`config.mk`:
```
export PLATFORM = sky130hd
export DESIGN_NAME = lsb_stego_extract_check_flat
export DESIGN_NICKNAME = d
export VERILOG_FILES = /design/src/rtl/lsbx_pkg.sv /design/src/rtl/lsbx_in_if.sv /design/src/rtl/lsbx_out_if.sv /design/src/rtl/lsb_stego_extract_check.sv /design/src/rtl/lsbx_front.sv /design/src/rtl/lsbx_queue.sv /design/src/rtl/lsbx_back.sv /design/src/flat_wrapper.sv
export SDC_FILE = /design/constraint.sdc
export NUM_CORES = 1
export LEC_CHECK = 0
export BUFFER_PORTS_ARGS = -buffer_cell sky130_fd_sc_hd__buf_2
export CORE_UTILIZATION = 60
export DETAILED_ROUTE_END_ITERATION = 8
export GPL_ROUTABILITY_DRIVEN = 0
export PLACE_DENSITY = 0.76
export SLEW_MARGIN = 20
export SYNTH_ARGS = -nofsm -noshare
export SYNTH_HDL_FRONTEND = slang
export SYNTH_HIERARCHICAL = 1
export SYNTH_SLANG_ARGS = --single-unit
```
`constraint.sdc`:
```
create_clock -name clk -period 12.02 [get_ports clk]
set_input_delay 0 -clock clk [delete_from_list [all_inputs] [get_ports clk]]
set_output_delay 0 -clock clk [all_outputs]
set_load 0.01 [all_outputs]
```
`src/rtl/lsbx_pkg.sv`:
```
// ============================================================================
// lsbx_pkg: shared types and constants for the LSB stego extractor
// Phase codes, queue token layout, status codes and the CRC-32 byte update.
// ============================================================================
package lsbx_pkg;

    localparam int CFG_IDX_W  = 1;
    localparam int CFG_DATA_W = 16;

    localparam logic [CFG_IDX_W-1:0] REG_IMAGE_WIDTH  = 1'd0;
    localparam logic [CFG_IDX_W-1:0] REG_IMAGE_HEIGHT = 1'd1;

    localparam logic [1:0] STAT_OK      = 2'd0;
    localparam logic [1:0] STAT_CRC_ERR = 2'd1;
    localparam logic [1:0] STAT_TOO_BIG = 2'd2;

    localparam logic [31:0] CRC_POLY = 32'hEDB8_8320;
    localparam logic [31:0] CRC_INIT = 32'hFFFF_FFFF;

    localparam int Q_DEPTH = 4;
    localparam int Q_PTR_W = $clog2(Q_DEPTH);
    localparam int Q_CNT_W = $clog2(Q_DEPTH + 1);

    typedef enum logic [1:0] {
        PH_CRC,
        PH_LEN,
        PH_DATA,
        PH_DONE
    } phase_t;

    typedef enum logic [1:0] {
        TK_HDR,
        TK_DATA,
        TK_OVER
    } tok_kind_t;

    // HDR carries the stored CRC; last set means an empty payload
    typedef struct packed {
        tok_kind_t   kind;
        logic        last;
        logic [31:0] data;
    } tok_t;

    function automatic logic [31:0] crc_byte(input logic [31:0] crc, input logic [7:0] b);
        logic [31:0] c;
        c = crc ^ {24'd0, b};
        for (int i = 0; i < 8; i++)
        begin
            c = c[0] ? ((c >> 1) ^ CRC_POLY) : (c >> 1);
        end
        return c;
    endfunction

endpackage

```
`src/rtl/lsbx_in_if.sv`:
```
// ============================================================================
// lsbx_in_if: carrier byte channel
// Valid/ready channel carrying one carrier byte and its frame start mark.
// ============================================================================
interface lsbx_in_if;
    logic       valid;
    logic       ready;
    logic [7:0] carrier_byte;
    logic       frame_start;

    modport source (output valid, output carrier_byte, output frame_start, input ready);
    modport sink   (input valid, input carrier_byte, input frame_start, output ready);
endinterface

```
`src/rtl/lsbx_out_if.sv`:
```
// ============================================================================
// lsbx_out_if: result channel
// Valid/ready channel carrying one recovered byte and the message status.
// ============================================================================
interface lsbx_out_if;
    logic       valid;
    logic       ready;
    logic [7:0] payload_byte;
    logic       byte_valid;
    logic       last;
    logic [1:0] status;

    modport source (output valid, output payload_byte, output byte_valid,
                    output last, output status, input ready);
    modport sink   (input valid, input payload_byte, input byte_valid,
                    input last, input status, output ready);
endinterface

```
`src/rtl/lsb_stego_extract_check.sv`:
```
// ============================================================================
// lsb_stego_extract_check: LSB steganography extractor with CRC check
// Recovers a CRC-protected, length-prefixed message from carrier LSBs.
// ============================================================================
// Usage:
//   in_ch  : one carrier byte per request; only bit 0 is used. frame_start
//            restarts extraction with that byte as the first of a new image.
//   out_ch : zero or one result per carrier byte: recovered payload bytes,
//            with last/status on the final one (ok, crc mismatch, too large).
//   cfg    : cfg_we/cfg_index/cfg_data write image_width (0) and
//            image_height (1); write only while the block is idle.
// Throughput: one carrier byte per cycle while the 4-entry token queue has
//   room; the back pops one token per cycle while out_ch is not held.
// Path: a result's token is written into the queue, then popped into the
//   output register that drives out_ch (front -> queue -> output register).
// Capacity w*h*3/8 is a two-stage pipeline off the width/height registers
//   (prod_reg, then cap_reg).
// Reset: width and height return to 1, extraction restarts on the CRC header,
//   queue and output register empty.
// Stall: when out_ch is held, the output register keeps its result, the queue
//   fills, and in_ch.ready drops once the queue is full.
// ============================================================================
module lsb_stego_extract_check (
    input  logic                           clk,
    input  logic                           rst_n,
    input  logic                           cfg_we,
    input  logic [lsbx_pkg::CFG_IDX_W-1:0]  cfg_index,
    input  logic [lsbx_pkg::CFG_DATA_W-1:0] cfg_data,
    lsbx_in_if.sink                        in_ch,
    lsbx_out_if.source                     out_ch
);
    import lsbx_pkg::*;

    tok_t push_tok;
    tok_t pop_tok;
    logic push;
    logic pop;
    logic q_full;
    logic q_empty;

    lsbx_front u_front (
        .clk       (clk),
        .rst_n     (rst_n),
        .cfg_we    (cfg_we),
        .cfg_index (cfg_index),
        .cfg_data  (cfg_data),
        .in_ch     (in_ch),
        .q_full    (q_full),
        .push      (push),
        .tok       (push_tok)
    );

    lsbx_queue u_queue (
        .clk      (clk),
        .rst_n    (rst_n),
        .push     (push),
        .push_tok (push_tok),
        .pop      (pop),
        .pop_tok  (pop_tok),
        .full     (q_full),
        .empty    (q_empty)
    );

    lsbx_back u_back (
        .clk     (clk),
        .rst_n   (rst_n),
        .q_tok   (pop_tok),
        .q_empty (q_empty),
        .pop     (pop),
        .out_ch  (out_ch)
    );

endmodule

```
`src/rtl/lsbx_front.sv`:
```
// ============================================================================
// lsbx_front: bit gathering and header parsing
// Collects carrier LSBs into bytes, parses CRC and length headers, checks
// capacity and pushes one token per payload byte or header outcome.
// ============================================================================
module lsbx_front (
    input  logic                           clk,
    input  logic                           rst_n,
    input  logic                           cfg_we,
    input  logic [lsbx_pkg::CFG_IDX_W-1:0]  cfg_index,
    input  logic [lsbx_pkg::CFG_DATA_W-1:0] cfg_data,
    lsbx_in_if.sink                        in_ch,
    input  logic                           q_full,
    output logic                           push,
    output lsbx_pkg::tok_t                 tok
);
    import lsbx_pkg::*;

    logic [15:0] width_reg, width_next;
    logic [15:0] height_reg, height_next;
    logic [31:0] prod_reg;
    logic [30:0] cap_reg;
    logic [33:0] prod_x3;

    phase_t      phase_reg, phase_next;
    logic [2:0]  idx_reg, idx_next;
    logic [6:0]  acc_reg, acc_next;
    logic [1:0]  hcnt_reg, hcnt_next;
    logic [31:0] scrc_reg, scrc_next;
    logic [31:0] len_reg, len_next;
    logic [31:0] left_reg, left_next;

    phase_t      eff_phase;
    logic [2:0]  eff_idx;
    logic [6:0]  eff_acc;
    logic [1:0]  eff_hcnt;
    logic        accept;
    logic        lsb;
    logic        byte_done;
    logic [7:0]  b;
    logic [31:0] full_len;
    logic        too_big;

    assign in_ch.ready = !q_full;
    assign accept      = in_ch.valid && in_ch.ready;
    assign lsb         = in_ch.carrier_byte[0];

    // capacity = w*h*3/8, pipelined off the config registers
    assign prod_x3 = {2'b00, prod_reg} + {1'b0, prod_reg, 1'b0};

    always_comb
    begin
        width_next  = width_reg;
        height_next = height_reg;
        if (cfg_we)
        begin
            unique case (cfg_index)
                REG_IMAGE_WIDTH:  width_next  = cfg_data;
                REG_IMAGE_HEIGHT: height_next = cfg_data;
                default: ;
            endcase
        end
    end

    // frame start restarts before the byte is used
    always_comb
    begin
        if (in_ch.frame_start)
        begin
            eff_phase = PH_CRC;
            eff_idx   = 3'd0;
            eff_acc   = 7'd0;
            eff_hcnt  = 2'd0;
        end
        else
        begin
            eff_phase = phase_reg;
            eff_idx   = idx_reg;
            eff_acc   = acc_reg;
            eff_hcnt  = hcnt_reg;
        end
    end

    assign byte_done = (eff_phase != PH_DONE) && (eff_idx == 3'd7);
    assign b         = {lsb, eff_acc};
    assign full_len  = {b, len_reg[31:8]};
    assign too_big   = ({2'b00, cap_reg} < ({1'b0, full_len} + 33'd8));

    // next state
    always_comb
    begin
        phase_next = phase_reg;
        idx_next   = idx_reg;
        acc_next   = acc_reg;
        hcnt_next  = hcnt_reg;
        scrc_next  = scrc_reg;
        len_next   = len_reg;
        left_next  = left_reg;
        if (accept)
        begin
            phase_next = eff_phase;
            idx_next   = eff_idx;
            acc_next   = eff_acc;
            hcnt_next  = eff_hcnt;
            if (eff_phase != PH_DONE)
            begin
                if (!byte_done)
                begin
                    acc_next = eff_acc | (7'(lsb) << eff_idx);
                    idx_next = eff_idx + 3'd1;
                end
                else
                begin
                    idx_next = 3'd0;
                    acc_next = 7'd0;
                    unique case (eff_phase)
                        PH_CRC:
                        begin
                            scrc_next = {b, scrc_reg[31:8]};
                            hcnt_next = eff_hcnt + 2'd1;
                            if (eff_hcnt == 2'd3)
                                phase_next = PH_LEN;
                        end
                        PH_LEN:
                        begin
                            len_next  = full_len;
                            hcnt_next = eff_hcnt + 2'd1;
                            if (eff_hcnt == 2'd3)
                            begin
                                if (too_big || (full_len == 32'd0))
                                    phase_next = PH_DONE;
                                else
                                begin
                                    left_next  = full_len;
                                    phase_next = PH_DATA;
                                end
                            end
                        end
                        PH_DATA:
                        begin
                            left_next = left_reg - 32'd1;
                            if (left_reg == 32'd1)
                                phase_next = PH_DONE;
                        end
                        default: ;
                    endcase
                end
            end
        end
    end

    // token output
    always_comb
    begin
        push      = 1'b0;
        tok.kind  = TK_DATA;
        tok.last  = 1'b0;
        tok.data  = {24'd0, b};
        if (accept && byte_done)
        begin
            unique case (eff_phase)
                PH_LEN:
                begin
                    if (eff_hcnt == 2'd3)
                    begin
                        push = 1'b1;
                        if (too_big)
                        begin
                            tok.kind = TK_OVER;
                            tok.last = 1'b1;
                        end
                        else
                        begin
                            tok.kind = TK_HDR;
                            tok.last = (full_len == 32'd0);
                            tok.data = scrc_reg;
                        end
                    end
                end
                PH_DATA:
                begin
                    push     = 1'b1;
                    tok.last = (left_reg == 32'd1);
                end
                default: ;
            endcase
        end
    end

    always_ff @(posedge clk or negedge rst_n)
    begin
        if (!rst_n)
        begin
            width_reg  <= 16'd1;
            height_reg <= 16'd1;
            prod_reg   <= 32'd1;
            cap_reg    <= 31'd0;
            phase_reg  <= PH_CRC;
            idx_reg    <= 3'd0;
            acc_reg    <= 7'd0;
            hcnt_reg   <= 2'd0;
            scrc_reg   <= 32'd0;
            len_reg    <= 32'd0;
            left_reg   <= 32'd0;
        end
        else
        begin
            width_reg  <= width_next;
            height_reg <= height_next;
            prod_reg   <= 32'(width_reg) * 32'(height_reg);
            cap_reg    <= prod_x3[33:3];
            phase_reg  <= phase_next;
            idx_reg    <= idx_next;
            acc_reg    <= acc_next;
            hcnt_reg   <= hcnt_next;
            scrc_reg   <= scrc_next;
            len_reg    <= len_next;
            left_reg   <= left_next;
        end
    end

`ifndef NO_ASSERTIONS
    a_no_push_full: assert property (@(posedge clk) disable iff (!rst_n)
        !(push && q_full))
        else $error("front pushed into full queue");
    a_done_quiet: assert property (@(posedge clk) disable iff (!rst_n)
        (phase_reg == PH_DONE && !in_ch.frame_start) |-> !push)
        else $error("token pushed after message end");
    a_data_left: assert property (@(posedge clk) disable iff (!rst_n)
        (phase_reg == PH_DATA) |-> (left_reg != 32'd0))
        else $error("payload phase with no bytes left");
`endif

endmodule

```
`src/rtl/lsbx_queue.sv`:
```
// ============================================================================
// lsbx_queue: token queue between front and back
// Small flop-based FIFO that lets front and back stall independently.
// ============================================================================
module lsbx_queue (
    input  logic           clk,
    input  logic           rst_n,
    input  logic           push,
    input  lsbx_pkg::tok_t push_tok,
    input  logic           pop,
    output lsbx_pkg::tok_t pop_tok,
    output logic           full,
    output logic           empty
);
    import lsbx_pkg::*;

    tok_t               mem_reg [Q_DEPTH];
    logic [Q_PTR_W-1:0] wr_ptr_reg, wr_ptr_next;
    logic [Q_PTR_W-1:0] rd_ptr_reg, rd_ptr_next;
    logic [Q_CNT_W-1:0] cnt_reg, cnt_next;
    logic               do_push;
    logic               do_pop;

    assign full    = (cnt_reg == Q_CNT_W'(Q_DEPTH));
    assign empty   = (cnt_reg == '0);
    assign do_push = push && !full;
    assign do_pop  = pop && !empty;
    assign pop_tok = mem_reg[rd_ptr_reg];

    always_comb
    begin
        wr_ptr_next = wr_ptr_reg;
        rd_ptr_next = rd_ptr_reg;
        cnt_next    = cnt_reg;
        if (do_push)
            wr_ptr_next = wr_ptr_reg + Q_PTR_W'(1);
        if (do_pop)
            rd_ptr_next = rd_ptr_reg + Q_PTR_W'(1);
        case ({do_push, do_pop})
            2'b10:   cnt_next = cnt_reg + Q_CNT_W'(1);
            2'b01:   cnt_next = cnt_reg - Q_CNT_W'(1);
            default: cnt_next = cnt_reg;
        endcase
    end

    always_ff @(posedge clk)
    begin
        if (do_push)
            mem_reg[wr_ptr_reg] <= push_tok;
    end

    always_ff @(posedge clk or negedge rst_n)
    begin
        if (!rst_n)
        begin
            wr_ptr_reg <= '0;
            rd_ptr_reg <= '0;
            cnt_reg    <= '0;
        end
        else
        begin
            wr_ptr_reg <= wr_ptr_next;
            rd_ptr_reg <= rd_ptr_next;
            cnt_reg    <= cnt_next;
        end
    end

`ifndef NO_ASSERTIONS
    a_cnt_range: assert property (@(posedge clk) disable iff (!rst_n)
        cnt_reg <= Q_CNT_W'(Q_DEPTH))
        else $error("queue count out of range");
    a_ptr_track: assert property (@(posedge clk) disable iff (!rst_n)
        (wr_ptr_reg - rd_ptr_reg) == cnt_reg[Q_PTR_W-1:0])
        else $error("queue pointers disagree with count");
    a_no_pop_empty: assert property (@(posedge clk) disable iff (!rst_n)
        !(pop && empty))
        else $error("pop from empty queue");
`endif

endmodule

```
`src/rtl/lsbx_back.sv`:
```
// ============================================================================
// lsbx_back: CRC engine and result register
// Pops tokens, runs CRC-32 over payload bytes and drives the result channel.
// ============================================================================
module lsbx_back (
    input  logic           clk,
    input  logic           rst_n,
    input  lsbx_pkg::tok_t q_tok,
    input  logic           q_empty,
    output logic           pop,
    lsbx_out_if.source     out_ch
);
    import lsbx_pkg::*;

    logic [31:0] crc_reg, crc_next;
    logic [31:0] scrc_reg, scrc_next;
    logic        valid_reg, valid_next;
    logic [7:0]  byte_reg, byte_next;
    logic        bval_reg, bval_next;
    logic        last_reg, last_next;
    logic [1:0]  stat_reg, stat_next;
    logic [31:0] crc_upd;
    logic        emit;

    assign pop     = !q_empty && (!valid_reg || out_ch.ready);
    assign crc_upd = crc_byte(crc_reg, q_tok.data[7:0]);

    always_comb
    begin
        crc_next  = crc_reg;
        scrc_next = scrc_reg;
        emit      = 1'b0;
        byte_next = byte_reg;
        bval_next = bval_reg;
        last_next = last_reg;
        stat_next = stat_reg;
        if (pop)
        begin
            unique case (q_tok.kind)
                TK_HDR:
                begin
                    crc_next  = CRC_INIT;
                    scrc_next = q_tok.data;
                    emit      = q_tok.last;
                    byte_next = 8'd0;
                    bval_next = 1'b0;
                    last_next = 1'b1;
                    // empty payload: CRC of no data is zero
                    stat_next = (q_tok.data == 32'd0) ? STAT_OK : STAT_CRC_ERR;
                end
                TK_DATA:
                begin
                    crc_next  = crc_upd;
                    emit      = 1'b1;
                    byte_next = q_tok.data[7:0];
                    bval_next = 1'b1;
                    last_next = q_tok.last;
                    if (q_tok.last && ((~crc_upd) != scrc_reg))
                        stat_next = STAT_CRC_ERR;
                    else
                        stat_next = STAT_OK;
                end
                TK_OVER:
                begin
                    emit      = 1'b1;
                    byte_next = 8'd0;
                    bval_next = 1'b0;
                    last_next = 1'b1;
                    stat_next = STAT_TOO_BIG;
                end
                default: ;
            endcase
        end
    end

    always_comb
    begin
        if (pop)
            valid_next = emit;
        else if (out_ch.ready)
            valid_next = 1'b0;
        else
            valid_next = valid_reg;
    end

    assign out_ch.valid        = valid_reg;
    assign out_ch.payload_byte = byte_reg;
    assign out_ch.byte_valid   = bval_reg;
    assign out_ch.last         = last_reg;
    assign out_ch.status       = stat_reg;

    always_ff @(posedge clk)
    begin
        byte_reg <= byte_next;
        bval_reg <= bval_next;
        last_reg <= last_next;
        stat_reg <= stat_next;
    end

    always_ff @(posedge clk or negedge rst_n)
    begin
        if (!rst_n)
        begin
            crc_reg   <= CRC_INIT;
            scrc_reg  <= 32'd0;
            valid_reg <= 1'b0;
        end
        else
        begin
            crc_reg   <= crc_next;
            scrc_reg  <= scrc_next;
            valid_reg <= valid_next;
        end
    end

`ifndef NO_ASSERTIONS
    a_stat_last: assert property (@(posedge clk) disable iff (!rst_n)
        (valid_reg && stat_reg != STAT_OK) |-> last_reg)
        else $error("nonzero status on a non-final result");
    a_nobyte_last: assert property (@(posedge clk) disable iff (!rst_n)
        (valid_reg && !bval_reg) |-> last_reg)
        else $error("status-only result not marked last");
    a_hold: assert property (@(posedge clk) disable iff (!rst_n)
        (valid_reg && !out_ch.ready) |=> (valid_reg && $stable(byte_reg)))
        else $error("stalled result changed");
`endif

endmodule

```
`src/flat_wrapper.sv`:
```
// flat-port wrapper written by rule: the top's interface ports become plain ports
module lsb_stego_extract_check_flat import lsbx_pkg::*;
  (clk, rst_n, cfg_we, cfg_index, cfg_data, in_ch_valid, in_ch_carrier_byte, in_ch_frame_start, in_ch_ready, out_ch_valid, out_ch_payload_byte, out_ch_byte_valid, out_ch_last, out_ch_status, out_ch_ready);
  lsbx_in_if in_ch_i ();
  lsbx_out_if out_ch_i ();
  input  logic clk;
  input  logic rst_n;
  input  logic cfg_we;
  input  logic [lsbx_pkg::CFG_IDX_W-1:0] cfg_index;
  input  logic [lsbx_pkg::CFG_DATA_W-1:0] cfg_data;
  input wire logic [$bits(in_ch_i.valid)-1:0] in_ch_valid;
  input wire logic [$bits(in_ch_i.carrier_byte)-1:0] in_ch_carrier_byte;
  input wire logic [$bits(in_ch_i.frame_start)-1:0] in_ch_frame_start;
  output wire logic [$bits(in_ch_i.ready)-1:0] in_ch_ready;
  output wire logic [$bits(out_ch_i.valid)-1:0] out_ch_valid;
  output wire logic [$bits(out_ch_i.payload_byte)-1:0] out_ch_payload_byte;
  output wire logic [$bits(out_ch_i.byte_valid)-1:0] out_ch_byte_valid;
  output wire logic [$bits(out_ch_i.last)-1:0] out_ch_last;
  output wire logic [$bits(out_ch_i.status)-1:0] out_ch_status;
  input wire logic [$bits(out_ch_i.ready)-1:0] out_ch_ready;
  assign in_ch_i.valid = in_ch_valid;
  assign in_ch_i.carrier_byte = in_ch_carrier_byte;
  assign in_ch_i.frame_start = in_ch_frame_start;
  assign in_ch_ready = in_ch_i.ready;
  assign out_ch_valid = out_ch_i.valid;
  assign out_ch_payload_byte = out_ch_i.payload_byte;
  assign out_ch_byte_valid = out_ch_i.byte_valid;
  assign out_ch_last = out_ch_i.last;
  assign out_ch_status = out_ch_i.status;
  assign out_ch_i.ready = out_ch_ready;
  lsb_stego_extract_check u_core (.clk(clk), .rst_n(rst_n), .cfg_we(cfg_we), .cfg_index(cfg_index), .cfg_data(cfg_data), .in_ch(in_ch_i), .out_ch(out_ch_i));
endmodule
```
==> impl_metrics.toml <==
[run_status]
status = "finished, final reports clean"

[global_route]
grtUsageTotal = 0.2655
grt_pass1_vias = 21190
grt_pass1_wl_um = 106300
antenna_found_initial = 0
grt_max_degree = 121
grt_overflow = 0

[floorplanning]
fp-row-count = 80
die_y_um = 224.0
initial_core_util = 0.6142
pin_count = 45
fp.dieArea_um2 = 50170
coreArea_um2 = 48150
die_x_um = 224.0

[timing]
period_needed_ns = 6.653
slew_viol_final = 0
worstMarginPinSlew_ns = 1.039
fin_crit_sh = 0.5535
clock.fmax_ghz = 0.1503
setup_violations = 0
fin_skew_ns = 0.02621
maxSlewHeadroom = 0.3065
rsz0062_at_grt = "false"
finalSetupTns_ns = 0
post-route-worst-setup-slack_ns = 5.367
final_hold_viol_count = 0

[clock_network]
clockBufferDepth = 3
ctsHtreeMaxLevel = 2
cts_tree = "done"
root_buffer = "clkbuf_16"
clock_latency_ns = 0.59
numCtsBuffers = 46
clkSinkCount = 421
cts.clk_slew.worst_paths_ns = 0.06

[setup_path]
path_buf_inv = 2
crit_required_ns = 12.48
cp-end-kind = "register"
crit_arrival_ns = 7.11
path_cells = "and2_1, fa_1, fa_1, inv_1, fa_1, fa_1, fa_1, fa_1, inv_1, ha_1, and3_1, a221oi_1, nand2_1, or2_1, o211ai_1, a21boi_1, a221oi_1, xnor2_1"
worst_path_most_repeated_cell = "fa_1"
worst_path_max_delay_cell = "dfrtp_1"
critPathLaunchType = "register"
cp_max_fo = 17
cpPeakStageDelay_ns = 0.87
cp_top_family = "adder cells"
critPathKind = "register to register"

[synthesis]
yosys.area.top_type = "dfrtp_1"
synth_edf_count = 152
avgSynthCellArea_um2 = 11.18
synth_cells = 2644
synthTopCellsByCount = "inv_1 (269), dfrtp_1 (234), nand2_1 (228)"
synthFlopType = "dfrtp_1"
synth_seq_cells = 421
synth_area_um2 = 29570
async_flop_share = 0.6390
ys_top_cells_by_area = "dfrtp_1 (20%), edfxtp_1 (15%), fa_1 (13%)"
synth_fp_nets = 3057
seq_area_frac_synth = 0.3835
synth.top_cell.area_share = 0.1980
yosysWarnings = 6
synth_cell_types = 97
yosysMostFrequentCell = "inv_1"

[placed_design]
hpwl_um = 46410
dpl.cell_count = 3246
place_ws_ns = 5.436
port_buffers = 37

[route]
num_vias = 20100
met1_length_um = 25610
wl_um = 65310
dr.pass1.iters = 6
drtIter0Drc = 1428
highest_layer = "met4"
drc_errors = 0
route.met3.wl_um = 3911
viasPerCell = 5.994
met2_length_um = 33730
ant_nets = 0
routedWlPerCell_um = 19.48

[final_layout]
final_core_util = 0.6653
stdcell_count = 3353
final.fill_count = 3495
largest_reg_flops = 140
final_nets = 3072
drive_above_1_share = 0.1275
syn2layout_area_growth_pct = 8.327
diodes = 0

[run]
drv_cap = 0

[min_path]
hold_class = "input port to register"
-- logic make-up after synthesis --
group	count (synthesis)	synth area share
mux	158	0.07409
fa+ha+maj	382	0.2111
simple gates	741	0.1291
buf+inv	374	0.05069
xor+xnor	188	0.06838
compound gates	380	0.08306
flops	421	0.3835
-- layout by cell type (no fill, tap or decap), types with 36 or more instances in the layout --
cell type / Yosys / final
mux2_2: 112 / 112
inv_1: 269 / 269
nor2_1: 116 / 116
clkbuf_16: 0 / 46
xor2_1: 61 / 61
fa_1: 195 / 195
xnor2_1: 101 / 101
nor3_1: 49 / 49
nand2_1: 228 / 226
ha_1: 187 / 186
o21ai_0: 81 / 81
buf_2: 19 / 36
dfrtp_1: 234 / 233
a21o_1: 43 / 43
edfxtp_1: 152 / 152
and2_1: 156 / 155
a21oi_1: 103 / 103
-- per-stage QoR --
step | hold slack, ns | instance area [um^2]
floorplan | -0.2956 | 29570
global placement | 0.1502 | 30210
detailed placement | 0.1605 | 30210
CTS | 0.009719 | 32020
global route | 0.02450 | 32030
finish | 0.04771 | 32030
-- layout make-up --
| class | instances | area [um^2] | area share |
|---|---|---|---|
| Tap cell | 656 | 820.8 | 0.02562 |
| Inverter | 269 | 1010 | 0.03152 |
| Clock buffer | 53 | 1187 | 0.03707 |
| Multi-Input combinational cell | 1849 | 16740 | 0.5227 |
| Sequential cell | 421 | 11340 | 0.3540 |
| Clock inverter | 33 | 419.2 | 0.01309 |
| Timing Repair Buffer | 72 | 510.5 | 0.01594 |
-- tightest hold or removal path, stage by stage --
cell and delay (ns):
buf_2 0.09, nor2b_1 0.04, buf_4 0.22, mux2_2 0.25
-- timing repair --
| item | 4_1_cts | 5_1_grt |
|---|---|---|
| buffers inserted | 0 | 0 |
| hold buffers | 21 | 0 |
| hold endpoints to repair | 160 | 0 |
| gates resized for setup | 0 | 0 |
-- worst paths after layout --
| kind | from | to | slack [ns] | cells after the start |
|---|---|---|---|---|
| min in group asynchronous | rst_n | u_core/u_queue/cnt_reg[1] | 0.10 | 2 |
| worst max register to register | u_core/u_front/width_reg[10] | u_core/u_front/prod_reg[31] | 5.37 | 18 |
| max in group asynchronous | rst_n | u_core/u_front/acc_reg[1] | 10.28 | 3 |
| worst min register to register | u_core/u_front/hcnt_reg[1] | u_core/u_front/hcnt_reg[1] | 0.48 | 1 |
| worst min-delay path | cfg_index | u_core/u_front/width_reg[5] | 0.05 | 4 |
| worst max-delay path | u_core/u_front/width_reg[10] | u_core/u_front/prod_reg[31] | 5.37 | 18 |
-- routing by layer --
metal  track usage  vias to the layer above
met3       0.03935                      141
met1        0.3231                    10090
li1              -                     9110
met5             0                        -
met4       0.09898                        0
met2        0.4763                      756
Power is not shown: default switching activity piles up to over one toggle a cycle in this logic, so the estimate is an artifact.
